**src/design/srrip_pkg.sv**
```systemverilog
// ----------------------------------------------------------------------------
// srrip_pkg
// Shared constants for the SRRIP replacement block: table geometry,
// re-reference prediction values and action codes.
// ----------------------------------------------------------------------------
`default_nettype none

package srrip_pkg;

  // table geometry
  localparam int FRAMES  = 64;
  localparam int FRAME_W = $clog2(FRAMES);
  localparam int COUNT_W = $clog2(FRAMES + 1);
  localparam int SCAN_W  = $clog2(3 * FRAMES + 2);
  localparam int RRPV_W  = 2;

  // re-reference prediction values
  localparam logic [RRPV_W-1:0] RRPV_NEAR = 2'd0;
  localparam logic [RRPV_W-1:0] RRPV_LONG = 2'd2;
  localparam logic [RRPV_W-1:0] RRPV_MAX  = 2'd3;

  // action codes
  localparam logic [1:0] ACT_INSERT = 2'd0;
  localparam logic [1:0] ACT_HIT    = 2'd1;
  localparam logic [1:0] ACT_PICK   = 2'd2;

  // frame count after reset
  localparam logic [COUNT_W-1:0] FRAMES_IN_USE_RESET = COUNT_W'(FRAMES);

endpackage

`default_nettype wire

```
**src/design/srrip_replacement_top.sv**
```systemverilog
// ----------------------------------------------------------------------------
// srrip_replacement_top
// SRRIP cache replacement: 2-bit re-reference prediction per frame in a
// synchronous memory, with a sweep hand that picks victims.
// ----------------------------------------------------------------------------
// Usage:
//   s_axis carries one action item: tuser holds the action code, tdata the
//   frame index. Insert and hit write the frame's value and give no result.
//   Pick victim sweeps the ring of frames in use,
//   one frame per cycle through the single read port of the table, and
//   returns the victim and the count of frames examined on m_axis.
//   A pick occupies the block from acceptance until the last of its k frames
//   is examined (k from 1 to 3*frames_in_use+1); its result is valid in the
//   cycle after the last frame is examined. No item is accepted during a
//   sweep.
//   cfg_we writes frames_in_use; write it only while the block is idle.
//   Reset: the table reads as all 3 at once (per-frame valid bits are
//   cleared, no clearing pass), the hand goes to 0, frames_in_use to 64.
//   Receiver stall: the result waits in the output register; inserts and
//   hits are still taken, a pick waits until the output register is free.
// ----------------------------------------------------------------------------
`default_nettype none

module srrip_replacement_top (
  input  wire logic        clk,
  input  wire logic        rst,
  // configuration
  input  wire logic        cfg_we,
  input  wire logic [6:0]  cfg_wdata,    // frames_in_use
  // action items
  input  wire logic        s_axis_tvalid,
  output logic             s_axis_tready,
  input  wire logic [7:0]  s_axis_tdata, // [5:0] frame_index, [7:6] zero
  input  wire logic [1:0]  s_axis_tuser, // [1:0] action
  // victim results
  output logic             m_axis_tvalid,
  input  wire logic        m_axis_tready,
  output logic [15:0]      m_axis_tdata  // [5:0] victim_frame, [13:6] frames_scanned
);

  localparam int FW = srrip_pkg::FRAME_W;
  localparam int CW = srrip_pkg::COUNT_W;
  localparam int SW = srrip_pkg::SCAN_W;
  localparam int RW = srrip_pkg::RRPV_W;

  // states
  localparam logic ST_IDLE = 1'b0;
  localparam logic ST_SCAN = 1'b1;

  logic          state;
  logic [FW-1:0] hand;
  logic [CW-1:0] frames_cfg;
  logic [FW-1:0] cur;
  logic [SW-1:0] seen;

  // table memory and its valid bits
  logic [RW-1:0] mem [srrip_pkg::FRAMES];
  logic [srrip_pkg::FRAMES-1:0] valid;
  logic [RW-1:0] rd_data;
  logic          rd_vld;
  logic [FW-1:0] rd_addr;
  logic          wr_en;
  logic [FW-1:0] wr_addr;
  logic [RW-1:0] wr_data;

  // last write, for forwarding into the read that shares its edge
  logic          last_wr_en;
  logic [FW-1:0] last_wr_addr;
  logic [RW-1:0] last_wr_data;

  // output register
  logic [FW-1:0] victim;
  logic [SW-1:0] scanned;

  logic [CW-1:0] ring_n;
  logic [SW-1:0] limit;
  logic [FW-1:0] start;
  logic [FW-1:0] cur_wrap;
  logic [RW-1:0] cur_val;
  logic [SW-1:0] seen_inc;
  logic          found;
  logic          in_fire;
  logic          out_free;
  logic [1:0]    in_action;
  logic [FW-1:0] in_frame;

  // next frame on the ring
  function automatic logic [FW-1:0] ring_next(input logic [FW-1:0] f,
                                               input logic [CW-1:0] n);
    logic [CW-1:0] f1;
    f1 = CW'(f) + CW'(1);
    ring_next = (f1 >= n) ? '0 : f1[FW-1:0];
  endfunction

  assign in_action = s_axis_tuser;
  assign in_frame  = s_axis_tdata[FW-1:0];

  // ring size clamped to 1..FRAMES, and the sweep bound 3n+1
  always_comb begin
    if (frames_cfg == '0) begin
      ring_n = CW'(1);
    end else if (frames_cfg > CW'(srrip_pkg::FRAMES)) begin
      ring_n = CW'(srrip_pkg::FRAMES);
    end else begin
      ring_n = frames_cfg;
    end
    limit = SW'(({1'b0, ring_n} << 1) + {1'b0, ring_n} + (CW + 1)'(1));
  end

  assign start    = (CW'(hand) >= ring_n) ? '0 : hand;
  assign cur_wrap = ring_next(cur, ring_n);
  assign seen_inc = seen + SW'(1);

  // value of the frame under the hand, forwarded past a same-edge write
  always_comb begin
    if (last_wr_en && last_wr_addr == cur) begin
      cur_val = last_wr_data;
    end else if (rd_vld) begin
      cur_val = rd_data;
    end else begin
      cur_val = srrip_pkg::RRPV_MAX;
    end
  end

  assign found = (cur_val == srrip_pkg::RRPV_MAX) || (seen_inc == limit);

  // handshake
  assign out_free      = !m_axis_tvalid || m_axis_tready;
  assign s_axis_tready = (state == ST_IDLE) &&
                         ((in_action != srrip_pkg::ACT_PICK) || out_free);
  assign in_fire       = s_axis_tvalid && s_axis_tready;

  // memory access control
  always_comb begin
    wr_en   = 1'b0;
    wr_addr = in_frame;
    wr_data = srrip_pkg::RRPV_LONG;
    rd_addr = start;
    unique case (state)
      ST_IDLE: begin
        if (in_fire && in_action == srrip_pkg::ACT_INSERT) begin
          wr_en = 1'b1;
        end else if (in_fire && in_action == srrip_pkg::ACT_HIT) begin
          wr_en   = 1'b1;
          wr_data = srrip_pkg::RRPV_NEAR;
        end
      end
      ST_SCAN: begin
        rd_addr = cur_wrap;
        wr_addr = cur;
        wr_data = cur_val + RW'(1);
        wr_en   = (cur_val != srrip_pkg::RRPV_MAX);
      end
      default: begin
        wr_en = 1'b0;
      end
    endcase
  end

  // table storage with registered read
  always_ff @(posedge clk) begin
    if (wr_en) begin
      mem[wr_addr] <= wr_data;
    end
    rd_data <= mem[rd_addr];
  end

  // valid bits: an unwritten frame reads as the maximum value
  always_ff @(posedge clk) begin
    if (rst) begin
      valid  <= '0;
      rd_vld <= 1'b0;
    end else begin
      rd_vld <= valid[rd_addr];
      if (wr_en) begin
        valid[wr_addr] <= 1'b1;
      end
    end
  end

  // forwarding register
  always_ff @(posedge clk) begin
    if (rst) begin
      last_wr_en <= 1'b0;
    end else begin
      last_wr_en <= wr_en;
    end
    last_wr_addr <= wr_addr;
    last_wr_data <= wr_data;
  end

  // configuration register
  always_ff @(posedge clk) begin
    if (rst) begin
      frames_cfg <= srrip_pkg::FRAMES_IN_USE_RESET;
    end else if (cfg_we) begin
      frames_cfg <= cfg_wdata;
    end
  end

  // sweep control
  always_ff @(posedge clk) begin
    if (rst) begin
      state         <= ST_IDLE;
      hand          <= '0;
      m_axis_tvalid <= 1'b0;
    end else begin
      if (m_axis_tvalid && m_axis_tready) begin
        m_axis_tvalid <= 1'b0;
      end
      unique case (state)
        ST_IDLE: begin
          if (in_fire && in_action == srrip_pkg::ACT_PICK) begin
            state <= ST_SCAN;
          end
        end
        ST_SCAN: begin
          if (found) begin
            state         <= ST_IDLE;
            hand          <= cur_wrap;
            m_axis_tvalid <= 1'b1;
          end
        end
        default: begin
          state <= ST_IDLE;
        end
      endcase
    end
  end

  // sweep datapath
  always_ff @(posedge clk) begin
    if (state == ST_IDLE) begin
      cur  <= start;
      seen <= '0;
    end else begin
      cur  <= cur_wrap;
      seen <= seen_inc;
      if (found) begin
        victim  <= cur;
        scanned <= seen_inc;
      end
    end
  end

  assign m_axis_tdata = {(16 - FW - SW)'(0), scanned, victim};

endmodule

`default_nettype wire

```
**config.mk**
```make
export PLATFORM = sky130hd
export DESIGN_NAME = srrip_replacement_top
export DESIGN_NICKNAME = d
export VERILOG_FILES = /design/src/design/srrip_pkg.sv /design/src/design/srrip_replacement_top.sv
export SDC_FILE = /design/constraint.sdc
export NUM_CORES = 1
export LEC_CHECK = 0
export BUFFER_PORTS_ARGS = -buffer_cell sky130_fd_sc_hd__buf_4
export CORE_ASPECT_RATIO = 0.75
export CORE_UTILIZATION = 59
export CTS_CLUSTER_SIZE = 14
export DETAILED_ROUTE_END_ITERATION = 10
export HOLD_SLACK_MARGIN = 0.08
export MAX_ROUTING_LAYER = met4
export PLACE_DENSITY_LB_ADDON = 0.2
export SETUP_SLACK_MARGIN = 0.3
export SYNTH_ARGS = -nofsm -noshare
export SYNTH_HDL_FRONTEND = slang
export SYNTH_SLANG_ARGS = --single-unit
```
**constraint.sdc**
```tcl
create_clock -name clk -period 4.1 [get_ports clk]
set_input_delay 0 -clock clk [delete_from_list [all_inputs] [get_ports clk]]
set_output_delay 0 -clock clk [all_outputs]
set_load 0.01 [all_outputs]
```
==> results of run 1 <==
## sequential cells by signal, indices dropped and copies added (netlist names)
register / count
scanned: 8
rd_vld: 1
valid: 64
state: 1
m_axis_tvalid: 1
last_wr_en: 1
frames_cfg: 7
rd_data: 2
mem: 128
cur: 6
seen: 8
hand: 6
last_wr_data: 2
last_wr_addr: 6
victim: 6
## metal layers
| metal | GRT usage (%) | up-vias | share of wire (%) |
|---|---|---|---|
| met5 | - | - | 0 |
| met1 | 43.6 | 3859 | 44 |
| met4 | 9.13 | 0 | 2.8 |
| li1 | - | 3633 | - |
| met2 | 44.7 | 403 | 44 |
| met3 | 6.22 | 67 | 9.3 |
## layout make-up
type,count,area (um^2)
clock buffer,36,762
inverter,37,163
sequential,247,6370
timing repair buffer,106,900
tap,242,303
multi-input combinational,618,4230
timing repair inverter,2,17.5
fill,1288,5040
clock inverter,9,82.6
## worst max-delay path: stages (launching register included)
cell and delay [ns]:
dfxtp_2 0.35, ha_4 0.17, nand3_2 0.13, xor2_2 0.23
inv_1 0.08, ha_1 0.33, a21o_1 0.23, a31oi_4 0.22
o21ai_0 0.12, a31o_2 0.31, o32ai_1 0.54, o311ai_1 0.21
nor4_1 0.31, o211ai_1 0.21, o211ai_1 0.15
## what timing repair did
| action | CTS | global route |
|---|---|---|
| hold endpoints to repair | 23 | 0 |
| resized for setup | 10 | 17 |
| hold buffers | 32 | 0 |
| gates cloned | 2 | 0 |
| buffers inserted | 0 | 4 |
| setup endpoints to repair | 3 | 27 |
| pin swaps | 0 | 4 |
## per-stage QoR
| step | instances | util, % | hold slack (ns) | total power, mW |
|---|---|---|---|---|
| global placement | 1214 | 64.4 | 0.219 | 2.98 |
| global route | 1297 | 71.8 | 0.344 | 5.46 |
| detailed placement | 1214 | 64.4 | 0.230 | 2.99 |
| finish | 1297 | 71.8 | 0.325 | 5.32 |
| CTS | 1293 | 71.2 | 0.282 | 5.31 |
| floorplan | 948 | - | 0.126 | 2.90 |
## cells in the mapped netlist (all sizes together) (6+ instances only)
library cell / n
dfxtp: 105
nand4: 17
o22ai: 6
a22oi: 8
a32oi: 9
a31oi: 7
mux2i: 61
xor2: 10
and3: 9
or3: 6
nor2: 105
a21oi: 22
o211ai: 21
inv: 34
o21ai: 10
nand2: 116
clkbuf: 19
mux2: 17
xnor2: 19
nand3: 16
nand2b: 9
ha: 21
edfxtp: 142
buf: 27
o21a: 64
## how the worst min path moves through the flow
stage / startpoint / end / depth (start not counted)
global placement: cfg_wdata[6] / frames_cfg[6] / 3
detailed placement: cfg_wdata[6] / frames_cfg[6] / 3
CTS: s_axis_tdata[3] / last_wr_addr[3] / 4
floorplan: cfg_wdata[6] / frames_cfg[6] / 2
global route: cfg_we / frames_cfg[6] / 3
finish: m_axis_tready / m_axis_tvalid / 5
## logic make-up after synthesis
logic type,after synthesis
XOR/XNOR,29
flip-flops,247
other,1
multiplexers,78
AO/OA/AOI/OAI,187
buffers and inverters,83
adder cells (fa/ha/maj),22
AND/OR/NAND/NOR,300
## power groups by stage
stage	combinational (mW)	sequential, mW	clock [mW]
3_3_place_gp	0.291	2.69	0
4_1_cts	0.338	2.64	2.34
2_1_floorplan	0.204	2.69	0
5_1_grt	0.375	2.64	2.44
6_report	0.353	2.64	2.32
3_5_place_dp	0.297	2.69	0
==> flow_metrics.tcl, run 1 <==
set metrics [dict create \
    synth_cells 947 \
    drive_gt1_share_pct 15.8 \
    tritoncts "yes" \
    postRouteAntennaNets 0 \
    p_leak_nw 4.72 \
    port_buffers 35 \
    drtPass1Iterations 5 \
    synthMuxAreaShare_pct 7.51 \
    yosysWarnings 0 \
    p_per_area_nw_per_um2 415 \
    hold_viol 0 \
    rr_endpoint "rd_vld" \
    synth_compound_area_share_pct 13.0 \
    crit_path_start_kind "flip-flop" \
    maxSlewHeadroom_pct 33.8 \
    globalplace.congestion 0.928 \
    synth-main-ff-cell "edfxtp_1" \
    status "finished, final reports clean" \
    viasPerCell 6.14 \
    coreArea_um2 17900 \
    synth_top_area_share_pct 39.1 \
    r2r_start "cur[0]" \
    placed_cell_area_um2 11500 \
    tightest_slew_ns 0.994 \
    path_clk_slew_ns 0.06 \
    grtUsageTotal_pct 30.7 \
    clk_latency_ns 0.53 \
    critPathCaptureType "flip-flop" \
    grt_pass1_wl_um 42900 \
    antenna_cells 0 \
    synth_fa_ha_area_share_pct 2.60 \
    mostFrequentLayoutCells "142 x edfxtp_1, 116 x nand2_1, 102 x dfxtp_1" \
    start_util_pct 61.0 \
    synth-xor-area-share_pct 2.50 \
    via_count 7962 \
    vdd_drop_max_uv 357 \
    final-max-slew-violation-count 0 \
    clock.fmax_ghz 0.271 \
    yosysSeqAreaShare_pct 58.4 \
    startpoint "cur[0]" \
    clock_tree.buffer_depth 3 \
    cts_sinks 247 \
    synth-simple-area-share_pct 12.2 \
    p_sw_share_pct 22.4 \
    syn_to_final_growth_pct 17.7 \
    grt_pass1_vias 7508 \
    die_w_um 159 \
    crit_type "flip-flop to flip-flop" \
    hold_path_class "primary input to flip-flop" \
    wl_per_cell_um 21.7 \
    boundaryPins 40 \
    dieArea_um2 19000 \
    htreeDepth 1 \
    r2r_setup_slack_ns 0.41 \
    stdcell_area_um2 12800 \
    setup_viol 0 \
    die_y_um 120 \
    drc_errors 0 \
    place_ws_ns 0.0597 \
    synth_top_family_by_area "compound AO/OA/AOI/OAI gates" \
    cts_inserted_buffers 25 \
    dp_hpwl_um 17900 \
    min_period_ns 3.69 \
    postSynthAreaPerCell_um2 11.5 \
    grt_antenna_before_repair 0 \
    finalNetCount 1081 \
    finalCritPeriodShare_pct 90.1 \
    ys_types 68 \
    cp-endpoint "rd_vld" \
    pwr-share-clk_pct 43.7 \
    rsz0062_at_grt "false" \
    timing.final.ws_setup_ns 0.406 \
    cap_violations 0 \
    power_switching_mw 1.19 \
    power_frac_comb_pct 6.6 \
    overflow 0 \
    synth_top_area_cell "edfxtp_1" \
    synth_edf_count 142 \
    cts-root-buf "clkbuf_16" \
    grt_max_degree 66 \
    routed_wl_um 28100 \
    required_ns 4.54 \
    p_seq_share_pct 49.7 \
    p_int_mw 4.13 \
    synth-async-reset-ratio_pct 0 \
    timing.clock.skew_ns 0.0153 \
    rr_worst_depth 14 \
    final_common_cell "edfxtp_1" \
    drtIter0Drc 746 \
    syn_area_um2 10900 \
    crit_arrival_ns 4.14 \
    cp_max_fo 7 \
    synth_area_leaders "edfxtp_1 39%, dfxtp_1 19%, mux2i_1 5.4%" \
    ys_seq_elements 247 \
    rows 42 \
    tns_ns 0 \
]
(Power assumes the default switching activity.)
==> run 2: changes to the inputs <==
Settings changed: PLACE_DENSITY from default to 0.82, PLACE_DENSITY_LB_ADDON 0.2 to default.
==> flow_metrics.tcl, run 2 (synthesis results as in run 1) <==
set metrics [dict create \
    syn_to_final_growth_pct 17.2 \
    setup_viol 0 \
    grt_max_degree 66 \
    path_clk_slew_ns 0.07 \
    crit_type "flip-flop to flip-flop" \
    boundaryPins 40 \
    crit_arrival_ns 4.12 \
    timing.clock.skew_ns 0.0215 \
    rr_worst_depth 16 \
    tns_ns 0 \
    start_util_pct 61.0 \
    rr_endpoint "rd_data[0]" \
    tightest_slew_ns 0.763 \
    drtIter0Drc 834 \
    drive_gt1_share_pct 15.8 \
    clock_tree.buffer_depth 3 \
    port_buffers 35 \
    wl_per_cell_um 21.5 \
    hold_path_depth 4 \
    finalNetCount 1079 \
    clock.fmax_ghz 0.270 \
    die_w_um 159 \
    largest_reg_flops 128 \
    viasPerCell 6.19 \
    placed_cells_incl_taps 1210 \
    critPathCaptureType "flip-flop" \
    via_count 8013 \
    rows 42 \
    globalplace.congestion 0.944 \
    grt_pass1_wl_um 42800 \
    postRouteAntennaNets 0 \
    crit_path_start_kind "flip-flop" \
    r2r_setup_slack_ns 0.40 \
    crit_slowest_cell "dfxtp_1" \
    p_per_area_nw_per_um2 405 \
    layoutNonFillerInstCount 1294 \
    min_from "s_axis_tuser[0]" \
    coreArea_um2 17900 \
    cp_max_fo 22 \
    finalCritPeriodShare_pct 90.3 \
    die_y_um 120 \
    place_ws_ns 0.0777 \
    timing.final.ws_setup_ns 0.396 \
    mostFrequentLayoutCells "142 x edfxtp_1, 115 x nand2_1, 103 x dfxtp_1" \
    hold_slack_ns 0.259 \
    htreeDepth 1 \
    tritoncts "yes" \
    path_common_cell "mux2i_1" \
    largestRegisters "mem (128), valid (64)" \
    dp_hpwl_um 17600 \
    slowest_delay_ns 0.37 \
    p_leak_nw 4.65 \
    max_flop_register "mem" \
    drc_errors 0 \
    hold_viol 0 \
    drtPass1Iterations 6 \
    status "finished, final reports clean" \
    overflow 0 \
    critPathBufInv 3 \
    r2r_start "cur[1]" \
    grt_antenna_before_repair 0 \
    hold_end "last_wr_data[1]" \
    routed_wl_um 27900 \
    antenna_cells 0 \
    rsz0062_at_grt "false" \
    cts_inserted_buffers 24 \
    final_common_cell "edfxtp_1" \
    maxSlewHeadroom_pct 49.1 \
    cts-root-buf "clkbuf_16" \
    cap_violations 0 \
    min_period_ns 3.70 \
    placed_cell_area_um2 11500 \
    hold_path_class "primary input to flip-flop" \
    cts_sinks 247 \
    grt_pass1_vias 7869 \
    vdd_drop_max_uv 385 \
    grtUsageTotal_pct 30.1 \
    worstPathCellList "ha_4 > nand3_1 > xor2_2 > inv_1 > ha_1 > a21o_1 > a31oi_4 > o211ai_4 > o211a_4 > clkinv_8 > buf_12 > mux2i_1 > mux2i_1 > o211ai_1 > nand4_1 > o211a_1" \
    required_ns 4.52 \
    clk_latency_ns 0.53 \
    path_delay_family "compound AO/OA/AOI/OAI gates" \
    stdcell_area_um2 12800 \
    dieArea_um2 19000 \
    final-max-slew-violation-count 0 \
]
==> run 2: cell count changes in the layout (fill, tap and decap cells not counted), sizes merged <==
cell	delta
inv	-2
clkbuf	-4
clkinvlp	+2
bufinv	+1
==> run 2: worst max-delay path by stage <==
stage / start / end / depth (start not counted)
floorplan: cur[0] / rd_data[1] / 17
detailed placement: cur[0] / rd_data[1] / 16
global route: frames_cfg[6] / hand[2] / 15
global placement: frames_cfg[2] / rd_data[1] / 15
CTS: frames_cfg[6] / rd_vld / 15
finish: cur[1] / rd_data[0] / 16
==> run 2: repair_timing <==
action                     4_1_cts  5_1_grt
buffers inserted                 3        5
pin swaps                        1        4
gates cloned                     1        0
resized for setup               11       23
hold endpoints to repair        23        0
setup endpoints to repair        3       26
hold buffers                    32        0
==> run 2: cell type report <==
| class | instances | area (um^2) |
|---|---|---|
| clock buffers | 32 | 652 |
| clock inverters | 11 | 109 |
| fillers | 1189 | 5100 |
| inverters | 37 | 166 |
| multi-input cells | 618 | 4250 |
| flip-flops and latches | 247 | 6370 |
| well taps | 242 | 303 |
| repair buffers | 106 | 908 |
| repair inverters | 1 | 8.76 |
==> run 2: power by group <==
group	switching (mW)	internal, mW	leakage (nW)
logic	0.216	0.141	2.04
clock network	0.922	1.24	0.372
registers	0.0143	2.63	2.24
total	1.15	4.01	4.65
==> run 2: routing by layer <==
| metal | GRT usage, % | vias to the layer above | wire (um) |
|---|---|---|---|
| met3 | 6.91 | 78 | 2890 |
| met4 | 10.1 | 0 | 887 |
| met2 | 45.3 | 474 | 12400 |
| met5 | - | - | 0 |
| met1 | 40.6 | 3853 | 11600 |
| li1 | - | 3608 | - |
==> run 2: stage by stage <==
step                util (%)  total power, mW
floorplan                  -             2.90
global placement        64.2             2.98
detailed placement      64.2             2.99
CTS                     70.6             5.14
global route            71.5             5.28
finish                  71.5             5.17
==> run 2: worst reg2reg max path, cell delays in order (launching register included) <==
cell	delay, ns
dfxtp_1	0.37
ha_4	0.18
nand3_1	0.14
xor2_2	0.25
inv_1	0.10
ha_1	0.33
a21o_1	0.23
a31oi_4	0.23
o211ai_4	0.12
o211a_4	0.30
clkinv_8	0.15
buf_12	0.20
mux2i_1	0.24
mux2i_1	0.10
o211ai_1	0.32
nand4_1	0.18
o211a_1	0.16
